--- src/rtl/core/kpc_pkg.sv ---
// ----------------------------------------------------------------------------
// kpc_pkg
// shared types, constants and the key map of the keypad press classifier
// ----------------------------------------------------------------------------
package kpc_pkg;

  localparam int unsigned NumKeys   = 16;
  localparam int unsigned KeyIdxW   = 4;
  localparam int unsigned TimeW     = 32;
  localparam int unsigned CfgW      = 16;
  localparam int unsigned CharW     = 7;
  localparam int unsigned CfgIdxW   = 1;

  // register reset values
  localparam logic [CfgW-1:0] LongPressReset = 16'd1000;
  localparam logic [CfgW-1:0] MinPressReset  = 16'd20;

  // register indexes
  localparam logic [CfgIdxW-1:0] RegLongPress = 1'b0;
  localparam logic [CfgIdxW-1:0] RegMinPress  = 1'b1;

  typedef enum logic [1:0] {
    EV_NONE  = 2'd0,
    EV_SHORT = 2'd1,
    EV_LONG  = 2'd2
  } event_kind_e;

  // press tracking state, one-hot
  typedef enum logic [1:0] {
    ST_IDLE = 2'b01,
    ST_HELD = 2'b10
  } hold_state_e;

  typedef struct packed {
    logic               found;
    logic [KeyIdxW-1:0] idx;
  } key_hit_t;

  typedef struct packed {
    event_kind_e        kind;
    logic [KeyIdxW-1:0] idx;
    logic [CharW-1:0]   chr;
  } result_t;

  // fixed 4x4 map: 123A / 456B / 789C / *0#D
  function automatic logic [CharW-1:0] key_glyph_of(input logic [KeyIdxW-1:0] idx);
    logic [CharW-1:0] c;
    unique case (idx)
      4'd0:    c = 7'h31; // '1'
      4'd1:    c = 7'h32; // '2'
      4'd2:    c = 7'h33; // '3'
      4'd3:    c = 7'h41; // 'A'
      4'd4:    c = 7'h34; // '4'
      4'd5:    c = 7'h35; // '5'
      4'd6:    c = 7'h36; // '6'
      4'd7:    c = 7'h42; // 'B'
      4'd8:    c = 7'h37; // '7'
      4'd9:    c = 7'h38; // '8'
      4'd10:   c = 7'h39; // '9'
      4'd11:   c = 7'h43; // 'C'
      4'd12:   c = 7'h2A; // '*'
      4'd13:   c = 7'h30; // '0'
      4'd14:   c = 7'h23; // '#'
      default: c = 7'h44; // 'D'
    endcase
    return c;
  endfunction

endpackage

--- src/rtl/core/kpc_if.sv ---
// ----------------------------------------------------------------------------
// kpc_in_if / kpc_out_if
// valid/ready channels for polls and classified events
// ----------------------------------------------------------------------------
interface kpc_in_if;
  logic                         valid;
  logic                         ready;
  logic [kpc_pkg::TimeW-1:0]    now_ms;
  logic [kpc_pkg::NumKeys-1:0]  key_lines;

  modport source (output valid, output now_ms, output key_lines, input ready);
  modport sink   (input valid, input now_ms, input key_lines, output ready);
endinterface

interface kpc_out_if;
  logic                         valid;
  logic                         ready;
  logic [1:0]                   event_kind;
  logic [kpc_pkg::KeyIdxW-1:0]  key_index;
  logic [kpc_pkg::CharW-1:0]    key_glyph;

  modport source (output valid, output event_kind, output key_index, output key_glyph,
                  input ready);
  modport sink   (input valid, input event_kind, input key_index, input key_glyph,
                  output ready);
endinterface

--- src/rtl/core/kpc_key_find.sv ---
// ----------------------------------------------------------------------------
// kpc_key_find
// priority encoder: first low key line in row-major order
// ----------------------------------------------------------------------------
module kpc_key_find (
  input  logic [kpc_pkg::NumKeys-1:0] key_lines_i,
  output kpc_pkg::key_hit_t           hit_o
);

  always_comb begin
    hit_o.found = 1'b0;
    hit_o.idx   = '0;
    for (int i = kpc_pkg::NumKeys - 1; i >= 0; i--) begin
      if (!key_lines_i[i]) begin
        hit_o.found = 1'b1;
        hit_o.idx   = kpc_pkg::KeyIdxW'(i);
      end
    end
  end

endmodule

--- src/rtl/core/kpc_event_fsm.sv ---
// ----------------------------------------------------------------------------
// kpc_event_fsm
// press tracking state and short/long event decision for one poll
// ----------------------------------------------------------------------------
module kpc_event_fsm (
  input  logic                          clk_i,
  input  logic                          rst_ni,
  input  logic                          step_i,
  input  logic [kpc_pkg::TimeW-1:0]     now_ms_i,
  input  kpc_pkg::key_hit_t             hit_i,
  input  logic [kpc_pkg::CfgW-1:0]      long_press_ms_i,
  input  logic [kpc_pkg::CfgW-1:0]      min_press_ms_i,
  output kpc_pkg::result_t              res_o
);

  kpc_pkg::hold_state_e          state_q, state_d;
  logic [kpc_pkg::KeyIdxW-1:0]   held_key_q, held_key_d;
  logic [kpc_pkg::TimeW-1:0]     press_start_q, press_start_d;
  logic [kpc_pkg::TimeW-1:0]     elapsed;
  logic                          long_due, min_met;
  kpc_pkg::event_kind_e          kind;

  // elapsed time wraps modulo 2^32
  assign elapsed  = now_ms_i - press_start_q;
  assign long_due = elapsed >= {{(kpc_pkg::TimeW-kpc_pkg::CfgW){1'b0}}, long_press_ms_i};
  assign min_met  = elapsed >= {{(kpc_pkg::TimeW-kpc_pkg::CfgW){1'b0}}, min_press_ms_i};

  always_comb begin
    state_d       = state_q;
    held_key_d    = held_key_q;
    press_start_d = press_start_q;
    kind          = kpc_pkg::EV_NONE;
    unique case (state_q)
      kpc_pkg::ST_IDLE: begin
        if (hit_i.found) begin
          state_d       = kpc_pkg::ST_HELD;
          held_key_d    = hit_i.idx;
          press_start_d = now_ms_i;
        end
      end
      kpc_pkg::ST_HELD: begin
        if (hit_i.found) begin
          // another key while held is ignored
          if (hit_i.idx == held_key_q && long_due) begin
            kind    = kpc_pkg::EV_LONG;
            state_d = kpc_pkg::ST_IDLE;
          end
        end else begin
          state_d = kpc_pkg::ST_IDLE;
          if (min_met) begin
            kind = kpc_pkg::EV_SHORT;
          end
        end
      end
      default: begin
        state_d = kpc_pkg::ST_IDLE;
      end
    endcase
  end

  always_comb begin
    res_o.kind = kind;
    if (kind == kpc_pkg::EV_NONE) begin
      res_o.idx = '0;
      res_o.chr = '0;
    end else begin
      res_o.idx = held_key_q;
      res_o.chr = kpc_pkg::key_glyph_of(held_key_q);
    end
  end

  always_ff @(posedge clk_i or negedge rst_ni) begin
    if (!rst_ni) begin
      state_q       <= kpc_pkg::ST_IDLE;
      held_key_q    <= '0;
      press_start_q <= '0;
    end else if (step_i) begin
      state_q       <= state_d;
      held_key_q    <= held_key_d;
      press_start_q <= press_start_d;
    end
  end

endmodule

--- src/rtl/core/matrix_keypad_press_classifier.sv ---
// ----------------------------------------------------------------------------
// matrix_keypad_press_classifier
// 4x4 keypad poll classifier producing short and long press events
// ----------------------------------------------------------------------------
//
//  channel   dir  handshake      payload
//  in_if     in   valid/ready    now_ms[31:0], key_lines[15:0]
//  out_if    out  valid/ready    event_kind[1:0], key_index[3:0], key_glyph[6:0]
//  cfg       in   cfg_we_i       cfg_idx_i (0 long_press_ms, 1 min_press_ms), cfg_wdata_i
//
//  one poll per cycle sustained while the output is not stalled, one result per poll
//  a poll waits in the poll register; the subtract and compare against the press
//  start then load the result register once the result slot is empty or being
//  emptied, so a result is valid only after it has passed both registers
//  reset clears both valid flags and the press state and loads the register defaults
//  a stalled output holds its result; the input stalls once one more poll is waiting
//
module matrix_keypad_press_classifier (
  input  logic                              clk_i,
  input  logic                              rst_ni,
  input  logic                              cfg_we_i,
  input  logic [kpc_pkg::CfgIdxW-1:0]       cfg_idx_i,
  input  logic [kpc_pkg::CfgW-1:0]          cfg_wdata_i,
  kpc_in_if.sink                            in_if,
  kpc_out_if.source                         out_if
);

  // configuration registers
  logic [kpc_pkg::CfgW-1:0] long_press_q;
  logic [kpc_pkg::CfgW-1:0] min_press_q;

  // poll register
  logic                         in_vld_q, in_vld_d;
  logic [kpc_pkg::TimeW-1:0]    now_q;
  logic [kpc_pkg::NumKeys-1:0]  lines_q;

  // result register
  logic                         out_vld_q, out_vld_d;
  kpc_pkg::result_t             res_q;

  logic                         in_take;
  logic                         advance;
  kpc_pkg::key_hit_t            hit;
  kpc_pkg::result_t             res;

  // poll moves on when the result slot is empty or being emptied
  assign advance      = in_vld_q && (!out_vld_q || out_if.ready);
  assign in_if.ready  = !in_vld_q || advance;
  assign in_take      = in_if.valid && in_if.ready;

  always_comb begin
    in_vld_d = in_vld_q;
    if (in_take) begin
      in_vld_d = 1'b1;
    end else if (advance) begin
      in_vld_d = 1'b0;
    end
  end

  always_comb begin
    out_vld_d = out_vld_q;
    if (advance) begin
      out_vld_d = 1'b1;
    end else if (out_if.ready) begin
      out_vld_d = 1'b0;
    end
  end

  always_ff @(posedge clk_i or negedge rst_ni) begin
    if (!rst_ni) begin
      long_press_q <= kpc_pkg::LongPressReset;
      min_press_q  <= kpc_pkg::MinPressReset;
    end else if (cfg_we_i) begin
      unique case (cfg_idx_i)
        kpc_pkg::RegLongPress: long_press_q <= cfg_wdata_i;
        kpc_pkg::RegMinPress:  min_press_q  <= cfg_wdata_i;
        default: ;
      endcase
    end
  end

  always_ff @(posedge clk_i or negedge rst_ni) begin
    if (!rst_ni) begin
      in_vld_q  <= 1'b0;
      out_vld_q <= 1'b0;
    end else begin
      in_vld_q  <= in_vld_d;
      out_vld_q <= out_vld_d;
    end
  end

  // payload registers, no reset
  always_ff @(posedge clk_i) begin
    if (in_take) begin
      now_q   <= in_if.now_ms;
      lines_q <= in_if.key_lines;
    end
    if (advance) begin
      res_q <= res;
    end
  end

  kpc_key_find u_key_find (
    .key_lines_i (lines_q),
    .hit_o       (hit)
  );

  // press state advances exactly once per poll, in poll order
  kpc_event_fsm u_event_fsm (
    .clk_i           (clk_i),
    .rst_ni          (rst_ni),
    .step_i          (advance),
    .now_ms_i        (now_q),
    .hit_i           (hit),
    .long_press_ms_i (long_press_q),
    .min_press_ms_i  (min_press_q),
    .res_o           (res)
  );

  assign out_if.valid      = out_vld_q;
  assign out_if.event_kind = res_q.kind;
  assign out_if.key_index  = res_q.idx;
  assign out_if.key_glyph  = res_q.chr;

endmodule

--- src/flat_wrapper.sv ---
// flat-port wrapper written by rule: the top's interface ports become plain ports
module matrix_keypad_press_classifier_flat 
  (clk_i, rst_ni, cfg_we_i, cfg_idx_i, cfg_wdata_i, in_if_valid, in_if_now_ms, in_if_key_lines, in_if_ready, out_if_valid, out_if_event_kind, out_if_key_index, out_if_key_glyph, out_if_ready);
  kpc_in_if in_if_i ();
  kpc_out_if out_if_i ();
  input  logic clk_i;
  input  logic rst_ni;
  input  logic cfg_we_i;
  input  logic [kpc_pkg::CfgIdxW-1:0] cfg_idx_i;
  input  logic [kpc_pkg::CfgW-1:0] cfg_wdata_i;
  input wire logic [$bits(in_if_i.valid)-1:0] in_if_valid;
  input wire logic [$bits(in_if_i.now_ms)-1:0] in_if_now_ms;
  input wire logic [$bits(in_if_i.key_lines)-1:0] in_if_key_lines;
  output wire logic [$bits(in_if_i.ready)-1:0] in_if_ready;
  output wire logic [$bits(out_if_i.valid)-1:0] out_if_valid;
  output wire logic [$bits(out_if_i.event_kind)-1:0] out_if_event_kind;
  output wire logic [$bits(out_if_i.key_index)-1:0] out_if_key_index;
  output wire logic [$bits(out_if_i.key_glyph)-1:0] out_if_key_glyph;
  input wire logic [$bits(out_if_i.ready)-1:0] out_if_ready;
  assign in_if_i.valid = in_if_valid;
  assign in_if_i.now_ms = in_if_now_ms;
  assign in_if_i.key_lines = in_if_key_lines;
  assign in_if_ready = in_if_i.ready;
  assign out_if_valid = out_if_i.valid;
  assign out_if_event_kind = out_if_i.event_kind;
  assign out_if_key_index = out_if_i.key_index;
  assign out_if_key_glyph = out_if_i.key_glyph;
  assign out_if_i.ready = out_if_ready;
  matrix_keypad_press_classifier u_core (.clk_i(clk_i), .rst_ni(rst_ni), .cfg_we_i(cfg_we_i), .cfg_idx_i(cfg_idx_i), .cfg_wdata_i(cfg_wdata_i), .in_if(in_if_i), .out_if(out_if_i));
endmodule
--- config.mk ---
export PLATFORM = sky130hd
export DESIGN_NAME = matrix_keypad_press_classifier_flat
export DESIGN_NICKNAME = d
export VERILOG_FILES = /design/src/rtl/core/kpc_pkg.sv /design/src/rtl/core/kpc_if.sv /design/src/rtl/core/kpc_key_find.sv /design/src/rtl/core/kpc_event_fsm.sv /design/src/rtl/core/matrix_keypad_press_classifier.sv /design/src/flat_wrapper.sv
export SDC_FILE = /design/constraint.sdc
export NUM_CORES = 1
export LEC_CHECK = 0
export BUFFER_PORTS_ARGS = -buffer_cell sky130_fd_sc_hd__buf_2
export CAP_MARGIN = 20
export CORE_MARGIN = 3
export CORE_UTILIZATION = 30
export CTS_CLUSTER_SIZE = 20
export DETAILED_ROUTE_END_ITERATION = 16
export PLACE_DENSITY = 0.42
export SLEW_MARGIN = 5
export SYNTH_ARGS = -nofsm -noshare
export SYNTH_HDL_FRONTEND = slang
export SYNTH_SLANG_ARGS = --single-unit
--- constraint.sdc ---
create_clock -name clk_i -period 9.8 [get_ports clk_i]
set_clock_uncertainty 0.15 [all_clocks]
set_input_delay 2.94 -clock clk_i [delete_from_list [all_inputs] [get_ports clk_i]]
set_output_delay 2.94 -clock clk_i [all_outputs]
set_load 0.1 [all_outputs]
==> results of run 1 <==
-- synthesized netlist by cell type, drive strengths merged (8+ instances only) --
cell,instances
a211oi,9
a21oi,56
nand4,16
a21o,29
xnor2,12
nor2,32
nand2b,13
mux2i,8
buf,9
clkbuf,14
nor4,14
nand2,94
nand3,10
edfxtp,61
inv,74
nor3,12
dfrtp,63
dfstp,9
o21ai,78
xor2,10
ha,69
mux2,22
-- through the flow --
stage	instance area [um2]	worst slack (ps)	util [%]	power (mW)
floorplan	7860	2950	-	1.86
global placement	8630	3140	33.9	2.21
detailed placement	8630	3130	33.9	2.21
CTS	9140	3130	35.9	2.81
global route	9150	3100	35.9	3.06
finish	9150	3130	35.9	2.77
-- critical path, delay by kind of cell --
kind	cells	cell delay, ps
and+or+nand+nor	1	120
buffers and inverters	2	520
-- power by group through the flow --
stage / logic (mW) / clock network (mW) / registers [mW]
2_1_floorplan: 1.06 / 0 / 0.797
3_3_place_gp: 1.45 / 0 / 0.763
3_5_place_dp: 1.45 / 0 / 0.765
5_1_grt: 1.67 / 0.623 / 0.766
6_report: 1.45 / 0.572 / 0.753
4_1_cts: 1.46 / 0.596 / 0.754
-- worst paths after layout --
check                                               startpoint                                   end  cells after the start  slack [ps]
hold / removal                                u_core.now_q[29]  u_core.u_event_fsm.press_start_q[29]                      2         330
min in group asynchronous                               rst_ni                 u_core.min_press_q[0]                      1        2520
hold reg to reg                               u_core.now_q[29]  u_core.u_event_fsm.press_start_q[29]                      2         330
setup reg to reg           u_core.u_event_fsm.press_start_q[0]            u_core.out_if.key_glyph[6]                     17        4530
max in group asynchronous                               rst_ni      u_core.u_event_fsm.held_key_q[3]                      1        6350
setup / recovery                                  out_if_ready                           in_if_ready                      3        3130
-- cells by family (layout without fill, tap and decap cells) --
kind of cell               after synthesis  in the layout  share of synthesized area (%)
DFF                                    133            133                           46.3
buffers and inverters                   97            194                           4.82
AOI/OAI and AO/OA                      218            218                           17.0
muxes                                   30             30                           4.17
xor gates and xnor gates                22             22                           2.45
adders and majority gates               70             70                           11.2
and+or+nand+nor                        220            220                           13.9
-- routing by layer --
metal | wire length [um] | global-route usage, % | part of all wire (%)
met1 | 9390 | 19.1 | 50
met2 | 8290 | 20.9 | 44
met3 | 669 | 3.26 | 3.6
met4 | 289 | 3.91 | 1.5
met5 | 0 | 0 | 0
-- registers in the layout, indices dropped and copies added, names as in the netlist --
register and cells:
u_core.now_q 32, u_core.u_event_fsm.press_start_q 32, u_core.lines_q 16, u_core.long_press_q 16, u_core.min_press_q 16, u_core.out_if.key_glyph 7, u_core.out_if.key_index 4, u_core.u_event_fsm.held_key_q 4
u_core.out_if.event_kind 2, u_core.u_event_fsm.state_q 2, u_core.in_vld_q 1, u_core.out_if.valid 1
-- area by class of cell --
type	count	area, um2
Inverter	74	278
Timing Repair Buffer	88	453
Clock buffer	18	429
Tap cell	330	413
Multi-Input combinational cell	560	3840
Fill cell	2601	16300
Clock inverter	14	87.6
Sequential cell	133	3640
==> metrics, run 1 <==
I/O Pins 85; synthesized flop and latch total 133; Least-Margin Pin Slew 969 ps; Post-Syn Nets 930; clock sink count 133; layout cells sized above 1 18.2%; Fin Hold WS 332 ps; post-synth top area share 23.3%; synth-to-layout area growth 16.4%; crit-path cells buf_2 -> nand3b_1 -> buf_2; number of synthesized flops with an enable pin 61; minimum clock period 6670 ps; Power Dens Cells 303 nW/um2; # hold bufs at CTS 0; initial core utilization 30.9%; maximum vdd drop 0.0921 mV; f_max 0.150 GHz; commonest register cell after synthesis dfrtp_1; Worst EP arrival 3580 ps; status complete, no violations; GR Overflow Total 0; final hold violations 0; fin nets 1,014; core footprint 25,500 um2; combinational power share 52.2%; clock buffer depth 2; RSZ-0062 raised after global routing no; Syn Inst Count 790; Netlist cell types 65; Switching Share 43.1%; clock latency on the worst-skew pair 420 ps; final setup fails 0; cell row count 58; Internal 1.58 mW; Routed WL per cell 15.3 um; largest cells by area after synthesis edfxtp_1 (23%), dfrtp_1 (20%), ha_1 (11%); CTS clk-pin slew, worst paths 60 ps; Clock power frac 20.6%; gr usage total 13.6%; CTS root buf clkbuf_16; IO buf count 84; max_slew headroom 35.4%; vias per std cell 4.78; Syn Area/Cell 9.95 um2; first-pass GRT wire length 30,700 um; largest net degree at the start of global routing 73; Net Switching 1.19 mW; GPL Wtd Cong 0.755; Antenna diodes 0; cts repair resizes 0; vias in the first global route 5,752; max_cap viols 0; delay of the slowest critical-path stage 440 ps; Crit Path Category input port to output pin; worst min-delay path class flip-flop to flip-flop; CTS tree yes; Die W 168 um; vias post-DR 5,816; final count of pins violating max slew 0; Yosys top cell by area edfxtp_1; Die Span Y 168 um; CTS H-tree depth 4; Final ANT Viol Nets 0; ys async rst share 54.1%; drt drc 0; Finished Layout Cells 1,217; CP endpoint kind output pin; CTS Buf Count 17; most common cell after layout, fill and taps aside nand2_1; iteration count of the initial detailed-routing pass 4; DRT Wirelength 18,600 um; initial antenna violation count 0; register area share after synthesis 46.3%; dpl cells 1,184; CP Launch Type input port; CP Max Fanout 3; Post-DP HPWL 13,800 um; most frequent cells in the layout nand2_1 (94), buf_2 (83), inv_1 (74); crit share post-route 68.1%; Post-Syn Area 7860 um2; post-CTS setup buffer count 0; setup TNS 0 ps; warnings from Yosys 0; most used cell, CP buf_2; Worst EP required 6710 ps; slowest CP cell buf_2; sequential share of power 27.1%; Die Footprint 28,200 um2; DRT iter0 DRCs 308; P_leak 3.97 nW
Power figures use the tool's default switching activity.
==> run 2, diff against run 1 <==
- PLACE_DENSITY: 0.42 -> 0.44
- clock period: 9.8 -> 5.7 ns (I/O delays scaled with it)
==> metrics, run 2 (synthesis gave the netlist of run 1 again) <==
DRT iter0 DRCs 326 (was 308); Routed WL per cell 15.4 um (was 15.3 um); cell row count 58 (unchanged); CP Launch Type flip-flop (was input port); Die W 168 um (unchanged); CTS Buf Count 17 (unchanged); initial core utilization 30.9% (unchanged); CTS clk-pin slew, worst paths 60 ps (about the same); most frequent cells in the layout nand2_1 (94), buf_2 (83), inv_1 (74) (unchanged); Worst EP required 5680 ps (was 6710 ps); crit share post-route 88.9%; vias per std cell 4.85 (was 4.78); Worst EP arrival 5050 ps (was 3580 ps); Clock power frac 23.7% (was 20.6%); combinational power share 50.3% (was 52.2%); largest net degree at the start of global routing 46 (was 73); IO buf count 84 (unchanged); Die Span Y 168 um (unchanged); CTS H-tree depth 4 (unchanged); Final ANT Viol Nets 0 (unchanged); iteration count of the initial detailed-routing pass 4 (unchanged); Power Dens Cells 536 nW/um2 (was 303 nW/um2); Net Switching 2.07 mW (was 1.19 mW); maximum vdd drop 0.173 mV (was 0.0921 mV); f_max 0.197 GHz; fin nets 1,015 (was 1,014); vias in the first global route 5,844 (was 5,752); max_cap viols 0 (unchanged); final setup fails 0 (unchanged); Least-Margin Pin Slew 923 ps (was 969 ps); Finished Layout Cells 1,218 (was 1,217); clock buffer depth 2 (unchanged); first-pass GRT wire length 31,100 um (was 30,700 um); core footprint 25,500 um2 (unchanged); synth-to-layout area growth 18.1% (was 16.4%); CP Max Fanout 11 (was 3); max_slew headroom 38.3% (was 35.4%); P_leak 4.02 nW (was 3.97 nW); GR Overflow Total 0 (unchanged); Antenna diodes 0 (unchanged); Switching Share 41.7% (was 43.1%); worst min-delay path class flip-flop to flip-flop (unchanged); I/O Pins 85 (unchanged); clock sink count 133 (unchanged); initial antenna violation count 0 (unchanged); clock latency on the worst-skew pair 420 ps (about the same); gr usage total 13.8% (was 13.6%); Fin Hold WS 338 ps (was 332 ps); sequential share of power 26.0% (was 27.1%); cts repair resizes 0 (unchanged); post-CTS setup buffer count 0 (unchanged); CP endpoint kind flip-flop (was output pin); Internal 2.91 mW (was 1.58 mW); setup TNS 0 ps (unchanged); DRT Wirelength 18,800 um (was 18,600 um); largest registers u_core.now_q (32), u_core.u_event_fsm.press_start_q (32) (unchanged); Die Footprint 28,200 um2 (unchanged); Final Core Density 36.5% (was 35.9%); final hold violations 0 (unchanged); drt drc 0 (unchanged); GPL Wtd Cong 0.846 (was 0.755); status complete, no violations (unchanged); RSZ-0062 raised after global routing no (unchanged); # hold bufs at CTS 0 (unchanged); total power 4.98 mW (was 2.77 mW); dpl cells 1,186 (was 1,184); Post-DP HPWL 14,500 um (was 13,800 um); CTS tree yes (unchanged); CTS root buf clkbuf_16 (unchanged); final count of pins violating max slew 0 (unchanged); vias post-DR 5,911 (was 5,816); layout cells sized above 1 18.5% (was 18.2%); minimum clock period 5070 ps; Crit Path Category flip-flop to flip-flop (was input port to output pin); most common cell after layout, fill and taps aside nand2_1 (unchanged)
-- run 2: critical path: stages (launching register included) --
cell and delay (ps):
dfrtp_1 380, inv_1 70, ha_1 270, nor2b_1 140, o2111ai_1 340, nand2_1 140, a21o_1 190, a21o_1 190
a21o_1 170, a21oi_1 160, xnor2_1 240, ha_1 320, a21o_1 180, a21o_1 170, a21oi_1 130, o21ai_0 80
a31oi_1 210, and4b_1 220, nand4_1 140, a21boi_1 740, nor4_1 140
-- run 2: final cells by class --
type	instances	area [um2]
clock inverter	15	203
sequential	133	3640
clock buffer	17	425
multi-input combinational	560	3840
timing repair buffer	89	480
inverter	74	278
fill	2573	16200
tap	330	413
-- run 2: power groups by stage --
stage          clock network, mW  registers [mW]  logic (mW)
2_1_floorplan                  0            1.37        1.83
3_3_place_gp                   0            1.31        2.52
3_5_place_dp                   0            1.31        2.50
4_1_cts                     1.21            1.30        2.52
5_1_grt                     1.26            1.32        2.88
6_report                    1.18            1.29        2.51
-- run 2: metrics by stage --
step                      setup slack, ps  area, um2
final                                 634       9290
after detailed placement              676       8660
after floorplan                      1310       7860
after CTS                             688       9290
after global placement                773       8650
after global routing                  272       9290
-- run 2: path summary, 6_finish.rpt --
check / from / end / slack (ps) / depth (start not counted)
min in group asynchronous: rst_ni / u_core.u_event_fsm.press_start_q[12] / 1170 / 1
max: u_core.u_event_fsm.press_start_q[1] / u_core.out_if.key_glyph[3] / 630 / 20
max reg2reg: u_core.u_event_fsm.press_start_q[1] / u_core.out_if.key_glyph[3] / 630 / 20
min: u_core.now_q[30] / u_core.u_event_fsm.press_start_q[30] / 340 / 2
max in group asynchronous: rst_ni / u_core.long_press_q[8] / 3350 / 2
min reg2reg: u_core.now_q[30] / u_core.u_event_fsm.press_start_q[30] / 340 / 2
-- run 2: metal layers --
| layer | vias to the layer above | global-route usage [%] | part of all wire [%] |
|---|---|---|---|
| met2 | 102 | 20.8 | 44 |
| met4 | 0 | 4.02 | 1.1 |
| met3 | 12 | 3.08 | 3.7 |
| li1 | 3035 | - | - |
| met5 | - | 0 | 0 |
| met1 | 2762 | 19.8 | 51 |
==> run 3, diff against run 2 <==
- ABC_AREA: unset -> 1
==> metrics, run 3 <==
status complete, no violations (unchanged); crit share post-route 74.3% (was 88.9%); initial antenna violation count 0 (unchanged); Final ANT Viol Nets 0 (unchanged); worst hold stages 2 (unchanged); Commonest cells post-synth nand2_1 (311), inv_1 (207), nor2_1 (76) (was nand2_1 (94), inv_1 (74), o21ai_0 (73)); fill cell count 2,938 (was 2,573); crit-path cells buf_2 -> inv_1 -> nand3_1 -> buf_2 (was inv_1 -> ha_1 -> nor2b_1 -> o2111ai_1 -> nand2_1 -> a21o_1 -> a21o_1 -> a21o_1 -> a21oi_1 -> xnor2_1 -> ha_1 -> a21o_1 -> a21o_1 -> a21oi_1 -> o21ai_0 -> a31oi_1 -> and4b_1 -> nand4_1 -> a21boi_1 -> nor4_1); synth-to-layout area growth 17.4% (was 18.1%); drt drc 0 (unchanged); fin area 9930 um2 (was 9290 um2); slowest CP cell buf_2 (was a21boi_1); clock sink count 133 (unchanged); DRT Wirelength 19,900 um (was 18,800 um); CTS root buf clkbuf_16 (unchanged); vias in the first global route 6,698 (was 5,844); Netlist cell types 41 (was 65); Fin Hold WS 322 ps (was 338 ps); Syn Inst Count 1,081 (was 790); GR Overflow Total 0 (unchanged); GRT busiest layer met2 (unchanged); final setup fails 0 (unchanged); max_cap viols 0 (unchanged); CTS H-tree depth 4 (unchanged); Yosys top cell by area edfxtp_1 (unchanged); CP Max Fanout 3 (was 11); P_leak 5.14 nW (was 4.02 nW); first-pass GRT wire length 33,600 um (was 31,100 um); largest registers u_core.now_q (32), u_core.u_event_fsm.press_start_q (32) (unchanged); Die W 174 um (was 168 um); maximum vdd drop 0.158 mV (was 0.173 mV); Worst EP arrival 2370 ps (was 5050 ps); clock buffer depth 2 (unchanged); synthesized flop and latch total 133 (unchanged); iteration count of the initial detailed-routing pass 5 (was 4); # hold bufs at CTS 0 (unchanged); Placement Cell Area 9290 um2 (was 8660 um2); clock latency on the worst-skew pair 430 ps (was 420 ps); final count of pins violating max slew 0 (unchanged); most common cell after layout, fill and taps aside nand2_1 (unchanged); GPL Wtd Cong 0.837 (was 0.846); CP endpoint kind output pin (was flip-flop); I/O Pins 85 (unchanged); cts repair resizes 0 (unchanged); post-synth top area share 21.7% (was 23.3%); warnings from Yosys 0 (unchanged); RSZ-0062 raised after global routing no (unchanged); Reg2Reg Depth 19 (was 20); largest cells by area after synthesis edfxtp_1 (22%), dfrtp_1 (19%), nand2_1 (14%) (was edfxtp_1 (23%), dfrtp_1 (20%), ha_1 (11%)); worst min-delay path class flip-flop to flip-flop (unchanged); routing usage on met2 23.2% (was 20.8%); core footprint 27,300 um2 (was 25,500 um2); Antenna diodes 0 (unchanged); IO buf count 84 (unchanged); setup TNS 0 ps (unchanged); most frequent cell after synthesis nand2_1 (unchanged); Die Footprint 30,200 um2 (was 28,200 um2); met3 Use GR 2.61% (was 3.08%); CP Launch Type input port (was flip-flop); layout cells sized above 1 15.6% (was 18.5%); Crit Path Category input port to output pin (was flip-flop to flip-flop); vias post-DR 6,668 (was 5,911); Worst EP required 3840 ps (was 5680 ps); largest net degree at the start of global routing 73 (was 46); CTS tree yes (unchanged); CTS clk-pin slew, worst paths 60 ps (about the same); most frequent cells in the layout nand2_1 (311), inv_1 (206), buf_2 (83) (was nand2_1 (94), buf_2 (83), inv_1 (74)); Least-Margin Pin Slew 973 ps (was 923 ps); minimum clock period 4230 ps (was 5070 ps); number of synthesized flops with an enable pin 61 (unchanged); post-CTS setup buffer count 0 (unchanged); FF+latch area 3640 um2 (unchanged); Routed WL per cell 12.8 um (was 15.4 um); final hold violations 0 (unchanged); Post-Syn Nets 1,221 (was 930); multi-input logic area 3930 um2 (was 3840 um2); register area share after synthesis 43.1% (was 46.3%); commonest register cell after synthesis dfrtp_1 (unchanged); Syn Area/Cell 7.82 um2 (was 9.95 um2); cell row count 60 (was 58); f_max 0.236 GHz (was 0.197 GHz); Power Dens Cells 496 nW/um2 (was 536 nW/um2); Post-Syn Area 8450 um2 (was 7860 um2); delay of the slowest critical-path stage 440 ps (was 740 ps); ys async rst share 54.1% (unchanged); met1 usage 18.2% (was 19.8%); fin nets 1,311 (was 1,015); most used cell, CP buf_2 (was a21o_1); initial core utilization 30.9% (about the same); Final Core Density 36.3% (was 36.5%); vias per std cell 4.29 (was 4.85); gr usage total 13.9% (was 13.8%); CTS Buf Count 17 (unchanged); Die Span Y 174 um (was 168 um); max_slew headroom 35.0% (was 38.3%); Post-DP HPWL 15,500 um (was 14,500 um); DRT iter0 DRCs 381 (was 326); total power 4.93 mW (was 4.98 mW)
run 3: cell type report:
cell class                 instances  share of cell area [%]
tap                              372                    4.69
sequential                       133                    36.7
multi-input combinational        717                    39.6
timing repair buffer              87                    4.69
clock buffer                      17                    4.29
inverter                         215                    8.13
clock inverter                    15                    1.87
run 3: path summary, 6_finish.rpt:
check,start,endpoint,slack (ps)
min,u_core.u_event_fsm.state_q[1],u_core.u_event_fsm.state_q[1],320
min in group asynchronous,rst_ni,u_core.long_press_q[15],1040
max reg2reg,u_core.u_event_fsm.press_start_q[0],u_core.out_if.key_glyph[3],1850
min reg2reg,u_core.u_event_fsm.state_q[1],u_core.u_event_fsm.state_q[1],320
max,out_if_ready,in_if_ready,1470
max in group asynchronous,rst_ni,u_core.u_event_fsm.state_q[0],3710
run 3: kinds of logic after synthesis:
group / count (synthesis) / synth area share (%)
XOR/XNOR: 17 / 1.76
AND/OR/NAND/NOR: 491 / 25.1
AO/OA/AOI/OAI: 138 / 9.00
buffers and inverters: 231 / 10.4
flip-flops: 133 / 43.1
adder cells (fa/ha/maj): 70 / 10.4
multiplexers: 1 / 0.133
run 3: critical path, delay by kind of cell:
kind                   cells  cell delay (ps)
buffers and inverters      3              560
and+or+nand+nor            1              100
run 3: report_power, final:
group	switching (mW)	leakage, nW	internal, mW	total, mW
registers	0.0849	1.42	1.21	1.30
logic	1.63	3.42	0.850	2.48
clock network	0.489	0.302	0.665	1.15
total	2.20	5.14	2.73	4.93
run 3: metrics by stage:
step | setup slack [ps] | cells
5_1_grt | 1410 | 1556
6_report | 1470 | 1556
3_5_place_dp | 1460 | 1523
4_1_cts | 1460 | 1555
2_1_floorplan | 1320 | 1081
3_3_place_gp | 1490 | 1523
run 3: per-layer routing:
metal  vias up  share of wire, %  routed length, um
met5         -                 0                  0
met2        80                48               9500
li1       3592                 -                  -
met4         0               1.4                285
met3        20               2.9                581
met1      2976                48               9520
